[src/rtl/sttd_pkg.sv]
`default_nettype none

package sttd_pkg;

  localparam int unsigned NumStages   = 8;
  localparam int unsigned SplitStages = 2;
  localparam int unsigned CalStages   = 6;

  // Day split: floor(x / 86400) = floor((x >> 7) * RecipDay >> 35) for x below 2**32.
  localparam logic [16:0] SecsPerDay   = 17'd86400;
  localparam logic [25:0] RecipDay     = 26'd50903317;

  // Day number from 1 Jan 1900 plus the civil offset, with the epoch bias folded in.
  localparam logic [19:0] CivilBase    = 20'd708510;
  localparam logic [21:0] Cent19Base   = 22'd2775843;
  localparam logic [21:0] Cent20Base   = 22'd2921940;
  localparam logic [18:0] Recip4y      = 19'd367469;
  localparam logic [10:0] Days4y       = 11'd1461;
  localparam logic [11:0] RecipMonth   = 12'd3427;
  localparam logic [7:0]  MonthSpan    = 8'd153;
  localparam logic [7:0]  RecipFive    = 8'd205;

  localparam logic [11:0] SecsPerHour  = 12'd3600;
  localparam logic [13:0] RecipHour    = 14'd9321;
  localparam logic [10:0] RecipMin     = 11'd1093;

  typedef logic [15:0] day_num_t;
  typedef logic [16:0] tod_t;
  typedef logic [24:0] date_code_t;
  typedef logic [17:0] time_code_t;

endpackage

`default_nettype wire

[src/rtl/seconds_to_date_time.sv]
// Channel | Direction | Handshake               | Payload
// in      | input     | in_valid_i / in_ready_o   | seconds_since_epoch_i[31:0]
// out     | output    | out_valid_o / out_ready_i | date_code_o[24:0], time_code_o[17:0]
//
// One item enters per cycle unless a full pipeline has a stalled output; each
// result passes through the eight-stage pipeline of constant-reciprocal multiplies.
// Reset clears only the per-stage valid bits; the data registers are not reset.
// Each stage loads when it is empty or the stage after it moves, so bubbles close up
// and a stalled output holds its item while earlier stages keep filling.

`default_nettype none

module seconds_to_date_time (
  input  wire logic        clk_i,
  input  wire logic        rst_ni,
  input  wire logic        in_valid_i,
  output logic             in_ready_o,
  input  wire logic [31:0] seconds_since_epoch_i,
  output logic             out_valid_o,
  input  wire logic        out_ready_i,
  output logic [24:0]      date_code_o,
  output logic [17:0]      time_code_o
);

  localparam int unsigned NS = sttd_pkg::NumStages;
  localparam int unsigned SS = sttd_pkg::SplitStages;

  logic [NS-1:0]         valid_q;
  logic [NS-1:0]         stage_en;
  sttd_pkg::day_num_t    day_num;
  sttd_pkg::tod_t        tod;

  always_comb begin
    stage_en[NS-1] = !valid_q[NS-1] || out_ready_i;
    for (int i = int'(NS) - 2; i >= 0; i--) begin
      stage_en[i] = !valid_q[i] || stage_en[i+1];
    end
  end

  always_ff @(posedge clk_i or negedge rst_ni) begin
    if (!rst_ni) begin
      valid_q <= '0;
    end else begin
      if (stage_en[0]) begin
        valid_q[0] <= in_valid_i;
      end
      for (int i = 1; i < int'(NS); i++) begin
        if (stage_en[i]) begin
          valid_q[i] <= valid_q[i-1];
        end
      end
    end
  end

  sttd_day_split u_split (
    .clk_i     (clk_i),
    .en_i      (stage_en[SS-1:0]),
    .secs_i    (seconds_since_epoch_i),
    .day_num_o (day_num),
    .tod_o     (tod)
  );

  sttd_date u_date (
    .clk_i       (clk_i),
    .en_i        (stage_en[NS-1:SS]),
    .day_num_i   (day_num),
    .date_code_o (date_code_o)
  );

  sttd_time u_time (
    .clk_i       (clk_i),
    .en_i        (stage_en[NS-1:SS]),
    .tod_i       (tod),
    .time_code_o (time_code_o)
  );

  assign in_ready_o  = stage_en[0];
  assign out_valid_o = valid_q[NS-1];

`ifndef SYNTHESIS
  a_empty_out_ready: assert property (@(posedge clk_i) disable iff (!rst_ni)
    !out_valid_o |-> in_ready_o)
    else $error("input stalled while the output stage is empty");

  a_time_range: assert property (@(posedge clk_i) disable iff (!rst_ni)
    out_valid_o |-> (time_code_o >= 18'd1) && (time_code_o <= 18'd240000))
    else $error("time code out of range");

  a_date_range: assert property (@(posedge clk_i) disable iff (!rst_ni)
    out_valid_o |-> (date_code_o >= 25'd19391231) && (date_code_o <= 25'd20771231))
    else $error("date code out of range");

  a_no_loss: assert property (@(posedge clk_i) disable iff (!rst_ni)
    (valid_q[NS-2] && !stage_en[NS-1]) |=> valid_q[NS-2])
    else $error("item dropped in front of a stalled output stage");
`endif

endmodule

`default_nettype wire

[src/rtl/sttd_day_split.sv]
`default_nettype none

module sttd_day_split (
  input  wire logic                                   clk_i,
  input  wire logic [sttd_pkg::SplitStages-1:0]       en_i,
  input  wire logic [31:0]                            secs_i,
  output sttd_pkg::day_num_t                          day_num_o,
  output sttd_pkg::tod_t                              tod_o
);

  logic [50:0]         quot_prod;
  logic [15:0]         quot_d;
  logic [31:0]         secs_q;
  logic [15:0]         quot_q;
  logic [32:0]         back_prod;
  logic [31:0]         diff;
  logic [16:0]         rem;
  sttd_pkg::day_num_t  day_d, day_q;
  sttd_pkg::tod_t      tod_d, tod_q;

  assign quot_prod = 51'(secs_i[31:7]) * 51'(sttd_pkg::RecipDay);
  assign quot_d    = quot_prod[50:35];

  always_ff @(posedge clk_i) begin
    if (en_i[0]) begin
      secs_q <= secs_i;
      quot_q <= quot_d;
    end
  end

  assign back_prod = 33'(quot_q) * 33'(sttd_pkg::SecsPerDay);
  assign diff      = secs_q - back_prod[31:0];
  assign rem       = diff[16:0];
  assign day_d     = quot_q + 16'(rem != 17'd0);
  assign tod_d     = (rem == 17'd0) ? sttd_pkg::SecsPerDay : rem;

  always_ff @(posedge clk_i) begin
    if (en_i[1]) begin
      day_q <= day_d;
      tod_q <= tod_d;
    end
  end

  assign day_num_o = day_q;
  assign tod_o     = tod_q;

endmodule

`default_nettype wire

[src/rtl/sttd_date.sv]
`default_nettype none

module sttd_date (
  input  wire logic                                   clk_i,
  input  wire logic [sttd_pkg::CalStages-1:0]         en_i,
  input  wire sttd_pkg::day_num_t                     day_num_i,
  output sttd_pkg::date_code_t                        date_code_o
);

  logic [19:0]  civil_sum;
  logic [21:0]  acc;
  logic         cent20_d, cent20_q3, cent20_q4;
  logic [21:0]  cent_off;
  logic [21:0]  rem_full;
  logic [15:0]  rem_d, rem_q;

  logic [17:0]  acc2;
  logic [36:0]  q4_prod;
  logic [6:0]   q4_d, q4_q;
  logic [17:0]  acc2_q;

  logic [17:0]  q4_days;
  logic [17:0]  doy_full;
  logic [8:0]   doy_d, doy_q;
  logic [11:0]  year_d, year_q5, year_q6;

  logic [10:0]  acc3_d, acc3_q;
  logic [22:0]  mp_prod;
  logic [3:0]   mp_d, mp_q;

  logic [10:0]  mp_span;
  logic [7:0]   day_off;
  logic [15:0]  day_prod;
  logic [4:0]   mday_d, mday_q;
  logic [4:0]   month_raw;
  logic [3:0]   month_d, month_q;
  logic [11:0]  year_d7, year_q7;

  sttd_pkg::date_code_t date_d, date_q;

  assign civil_sum = sttd_pkg::CivilBase + 20'(day_num_i);
  assign acc       = {civil_sum - 20'd1, 2'b11};
  assign cent20_d  = (acc >= sttd_pkg::Cent20Base);
  assign cent_off  = cent20_d ? sttd_pkg::Cent20Base : sttd_pkg::Cent19Base;
  assign rem_full  = acc - cent_off;
  assign rem_d     = rem_full[17:2];

  always_ff @(posedge clk_i) begin
    if (en_i[0]) begin
      cent20_q3 <= cent20_d;
      rem_q     <= rem_d;
    end
  end

  assign acc2    = {rem_q, 2'b11};
  assign q4_prod = 37'(acc2) * 37'(sttd_pkg::Recip4y);
  assign q4_d    = q4_prod[35:29];

  always_ff @(posedge clk_i) begin
    if (en_i[1]) begin
      cent20_q4 <= cent20_q3;
      acc2_q    <= acc2;
      q4_q      <= q4_d;
    end
  end

  assign q4_days  = 18'(q4_q) * 18'(sttd_pkg::Days4y);
  assign doy_full = acc2_q - q4_days + 18'd4;
  assign doy_d    = doy_full[10:2];
  assign year_d   = (cent20_q4 ? 12'd2000 : 12'd1900) + 12'(q4_q);

  always_ff @(posedge clk_i) begin
    if (en_i[2]) begin
      doy_q   <= doy_d;
      year_q5 <= year_d;
    end
  end

  assign acc3_d  = 11'(doy_q) * 11'd5 - 11'd3;
  assign mp_prod = 23'(acc3_d) * 23'(sttd_pkg::RecipMonth);
  assign mp_d    = mp_prod[22:19];

  always_ff @(posedge clk_i) begin
    if (en_i[3]) begin
      acc3_q  <= acc3_d;
      mp_q    <= mp_d;
      year_q6 <= year_q5;
    end
  end

  assign mp_span   = 11'(mp_q) * 11'(sttd_pkg::MonthSpan);
  assign day_off   = 8'(acc3_q - mp_span + 11'd5);
  assign day_prod  = 16'(day_off) * 16'(sttd_pkg::RecipFive);
  assign mday_d    = day_prod[14:10];
  assign month_raw = 5'(mp_q) + 5'd3;
  assign month_d   = (month_raw > 5'd12) ? 4'(month_raw - 5'd12) : month_raw[3:0];
  assign year_d7   = year_q6 + 12'(month_raw > 5'd12);

  always_ff @(posedge clk_i) begin
    if (en_i[4]) begin
      mday_q  <= mday_d;
      month_q <= month_d;
      year_q7 <= year_d7;
    end
  end

  assign date_d = 25'(year_q7) * 25'd10000 + 25'(month_q) * 25'd100 + 25'(mday_q);

  always_ff @(posedge clk_i) begin
    if (en_i[5]) begin
      date_q <= date_d;
    end
  end

  assign date_code_o = date_q;

endmodule

`default_nettype wire

[src/rtl/sttd_time.sv]
`default_nettype none

module sttd_time (
  input  wire logic                                   clk_i,
  input  wire logic [sttd_pkg::CalStages-1:0]         en_i,
  input  wire sttd_pkg::tod_t                         tod_i,
  output sttd_pkg::time_code_t                        time_code_o
);

  logic [26:0]  hr_prod;
  logic [4:0]   hr_d, hr_q3, hr_q4, hr_q5, hr_q6;
  logic [16:0]  tod_q;
  logic [16:0]  hr_secs;
  logic [16:0]  min_full;
  logic [11:0]  min_secs_d, min_secs_q4, min_secs_q5;
  logic [20:0]  mn_prod;
  logic [5:0]   mn_d, mn_q5, mn_q6;
  logic [11:0]  mn_secs;
  logic [5:0]   sec_d, sec_q;
  logic [17:0]  hr_part_d, hr_part_q;
  logic [12:0]  ms_part_d, ms_part_q;
  sttd_pkg::time_code_t time_d, time_q;

  assign hr_prod = 27'(tod_i[16:4]) * 27'(sttd_pkg::RecipHour);
  assign hr_d    = hr_prod[25:21];

  always_ff @(posedge clk_i) begin
    if (en_i[0]) begin
      tod_q <= tod_i;
      hr_q3 <= hr_d;
    end
  end

  assign hr_secs    = 17'(hr_q3) * 17'(sttd_pkg::SecsPerHour);
  assign min_full   = tod_q - hr_secs;
  assign min_secs_d = min_full[11:0];

  always_ff @(posedge clk_i) begin
    if (en_i[1]) begin
      hr_q4       <= hr_q3;
      min_secs_q4 <= min_secs_d;
    end
  end

  assign mn_prod = 21'(min_secs_q4[11:2]) * 21'(sttd_pkg::RecipMin);
  assign mn_d    = mn_prod[19:14];

  always_ff @(posedge clk_i) begin
    if (en_i[2]) begin
      hr_q5       <= hr_q4;
      min_secs_q5 <= min_secs_q4;
      mn_q5       <= mn_d;
    end
  end

  assign mn_secs = 12'(mn_q5) * 12'd60;
  assign sec_d   = 6'(min_secs_q5 - mn_secs);

  always_ff @(posedge clk_i) begin
    if (en_i[3]) begin
      hr_q6 <= hr_q5;
      mn_q6 <= mn_q5;
      sec_q <= sec_d;
    end
  end

  assign hr_part_d = 18'(hr_q6) * 18'd10000;
  assign ms_part_d = 13'(mn_q6) * 13'd100 + 13'(sec_q);

  always_ff @(posedge clk_i) begin
    if (en_i[4]) begin
      hr_part_q <= hr_part_d;
      ms_part_q <= ms_part_d;
    end
  end

  assign time_d = hr_part_q + 18'(ms_part_q);

  always_ff @(posedge clk_i) begin
    if (en_i[5]) begin
      time_q <= time_d;
    end
  end

  assign time_code_o = time_q;

endmodule

`default_nettype wire

[config.mk]
export PLATFORM = sky130hd
export DESIGN_NAME = seconds_to_date_time
export DESIGN_NICKNAME = d
export VERILOG_FILES = /design/src/rtl/sttd_pkg.sv /design/src/rtl/seconds_to_date_time.sv /design/src/rtl/sttd_day_split.sv /design/src/rtl/sttd_date.sv /design/src/rtl/sttd_time.sv
export SDC_FILE = /design/constraint.sdc
export NUM_CORES = 2
export LEC_CHECK = 0
export ABC_AREA = 0
export BUFFER_PORTS_ARGS = -buffer_cell sky130_fd_sc_hd__buf_2
export CAP_MARGIN = 20
export CORE_UTILIZATION = 50
export DETAILED_ROUTE_END_ITERATION = 10
export GPL_ROUTABILITY_DRIVEN = 0
export GPL_TIMING_DRIVEN = 0
export PLACE_DENSITY_LB_ADDON = 0.2
export SYNTH_ARGS = -nofsm -noshare
export SYNTH_HDL_FRONTEND = slang
export SYNTH_SLANG_ARGS = --single-unit
[constraint.sdc]
create_clock -name clk_i -period 19.27 [get_ports clk_i]
set_input_delay 3.854 -clock clk_i [delete_from_list [all_inputs] [get_ports clk_i]]
set_output_delay 3.854 -clock clk_i [all_outputs]
set_load 0.05 [all_outputs]
==> results.yml <==
detailed_routing:
  postRouteAntennaNets: 0
  wl_per_cell_um: 15.38
  drt-total-wl_mm: 73.78
  viasPerCell: 5.050
  vias: 24230
  drt_iter0_drc: 703
  drc: 0
  drtPass1Iterations: 5
synth:
  synthFlopType: "edfxtp_1"
  ys_seq_area_frac: 0.2330
  ys_ff_latch: 312
  synth_common_cells: "916 x ha_1, 862 x inv_1, 446 x fa_1, 304 x edfxtp_1, 182 x xnor2_1"
  synth_area_leaders: "ha_1 29%, edfxtp_1 23%, fa_1 22%, inv_1 8.1%, xnor2_1 4.0%"
  yosysTopAreaCell: "ha_1"
  syn-cell-area_um2: 40030
  synth_top_area_frac: 0.2863
  ys_types: 88
  syn_inst: 3600
  synth-edff-count: 304
  synth_most_common_cell: "ha_1"
  ys_async_sr_fraction: 0.02564
  synth_nets: 4998
  postSynthAreaPerCell_um2: 11.12
  yosysWarnings: 0
global_route:
  grt_pass1_wl_mm: 124.9
  grtUsageTotal: 0.1911
  grt_max_degree: 44
  antenna_found_initial: 1
  grt_pass1_vias: 25590
  grt-ovfl-total: 0
sta:
  layout_setup_ws_ns: 8.985
  timing_max_transition_violations_final: 0
  setup_viol: 0
  period_minus_slack_ns: 10.29
  rsz0062_at_grt: "no"
  final.setup.tns_ns: 0
  finalHoldViolCount: 0
  worst_pin_slew_ns: 0.9357
  holdWs_ns: 0.4125
  fmax_ghz: 0.09723
  finalClockSkew_ns: 0.02370
  slew_headroom: 0.3720
  period_share: 0.5337
cells_and_area:
  syn2layout_area_growth_pct: 7.345
  insertedDiodeCount: 0
  drive_gt1_frac: 0.04991
  nets: 5119
  final_area_um2: 42980
  fillerInstances: 6994
setup_path:
  crit_arrival_ns: 6.43
  path_cells: "buf_2 -> nor2b_1 -> and2_1 -> and3_1 -> nand3_2 -> buf_16 -> inv_1 -> nand3_2 -> buf_12 -> buf_2"
  reg2regPathDepth: 28
  cp.required_ns: 15.42
  start_kind: "input port"
  max_stage_delay_ns: 0.41
  crit_type: "input port to primary output"
  end_kind: "primary output"
  slowest_stage: "nand3_2"
  ff2ff_setup_slack_ns: 11.88
  path_max_fanout: 28
hold_path:
  hp-class: "flip-flop to flip-flop"
  whs_path_depth: 0
placed_design:
  placed_area_um2: 41860
  portBuffers: 80
  hpwlAfterDp_mm: 63.41
  pre_cts_ws_ns: 8.892
clock_network:
  cts.sinks: 312
  cts_tree: "done"
  cts_buffers: 35
  ctsResizeCount: 0
  ctsHoldBuffers: 0
  clock_latency_ns: 0.56
  cts.clk_slew.worst_paths_ns: 0.06
  cts_root_buf: "clkbuf_16"
  cts_buffer_depth: 3
  postCtsSetupRepairBufs: 0
  htreeDepth: 2
floorplan:
  io_pins: 81
  rows: 103
  core_um2: 79130
  initial_utilization: 0.5059
  die_w_um: 285.0
  die_area_um2: 81210
  die_h_um: 285.0
status:
  outcome: "complete, no violations"
flow_run:
  max_cap_viol_count: 0
[sequential cells by signal, indices dropped and copies added, names as in the netlist, 13 cells and up]
| signal | count |
|---|---|
| u_date.date_code_o | 25 |
| u_time.ms_part_q | 13 |
| u_date.rem_q | 16 |
| u_time.time_code_o | 18 |
| u_split.quot_q | 16 |
| u_time.hr_part_q | 14 |
| u_split.day_num_o | 16 |
| u_split.tod_o | 17 |
| u_split.secs_q | 17 |
[layout make-up]
class	count	area (um2)	share of cell area
well taps	1050	1314	0.03057
plain buffers	16	62.56	0.001456
clock inverters	22	215.2	0.005008
inverters	863	3239	0.07538
clock buffers	41	898.4	0.02090
multi-input cells	2409	27420	0.6381
repair buffers	84	495.5	0.01153
flip-flops and latches	312	9329	0.2171
[cells in the final DEF, fill, tap and decap left out, drive strengths merged, types with 8 or more instances in the layout]
master	instances
and2	11
xnor2	182
nor3	31
o21ai	69
edfxtp	304
o21a	16
xor2	73
inv	866
o211ai	18
nand3	38
nor4	9
a211oi	23
nand4	22
ha	916
buf	87
and3	20
nor2b	25
dfrtp	8
clkinv	12
a31oi	14
fa	446
nand2	75
o21bai	32
a21o	56
clkbuf	54
a21oi	109
nand2b	21
nor2	93
or2	14
[logic make-up after synthesis]
family | synth area share
adders and majority gates | 0.5096
and+or+nand+nor | 0.04997
buffers and inverters | 0.08248
muxes | 0.001031
DFF | 0.2330
AOI/OAI and AO/OA | 0.06757
xor gates and xnor gates | 0.05635
[path summary, 6_finish.rpt]
| check | startpoint | endpoint |
|---|---|---|
| worst max-delay path | out_ready_i | in_ready_o |
| min in group asynchronous | rst_ni | valid_q[6] |
| worst min register to register | u_time.min_secs_q5[1] | u_time.sec_q[1] |
| max in group asynchronous | rst_ni | valid_q[2] |
| worst max register to register | u_date.doy_q[0] | u_date.mp_q[2] |
| worst min-delay path | u_time.min_secs_q5[1] | u_time.sec_q[1] |
[routing by layer]
metal,track usage,part of all wire,vias up
li1,-,-,12180
met3,0.01984,0.026,112
met4,0.05053,0.027,0
met1,0.2396,0.44,11640
met2,0.3488,0.50,294
met5,0,0,-
[per-stage QoR]
stage	std cells	util
after floorplan	3600	-
after global placement	4730	0.5276
after detailed placement	4734	0.5290
after CTS	4797	0.5431
after global routing	4797	0.5431
final	4797	0.5431
[worst max-delay path, delay by kind of cell]
| kind | cells | cell delay [ns] |
|---|---|---|
| buf+inv | 5 | 1.05 |
| simple gates | 5 | 1.49 |
Power is not shown: default switching activity piles up to over one toggle a cycle in this logic, so the estimate is an artifact.
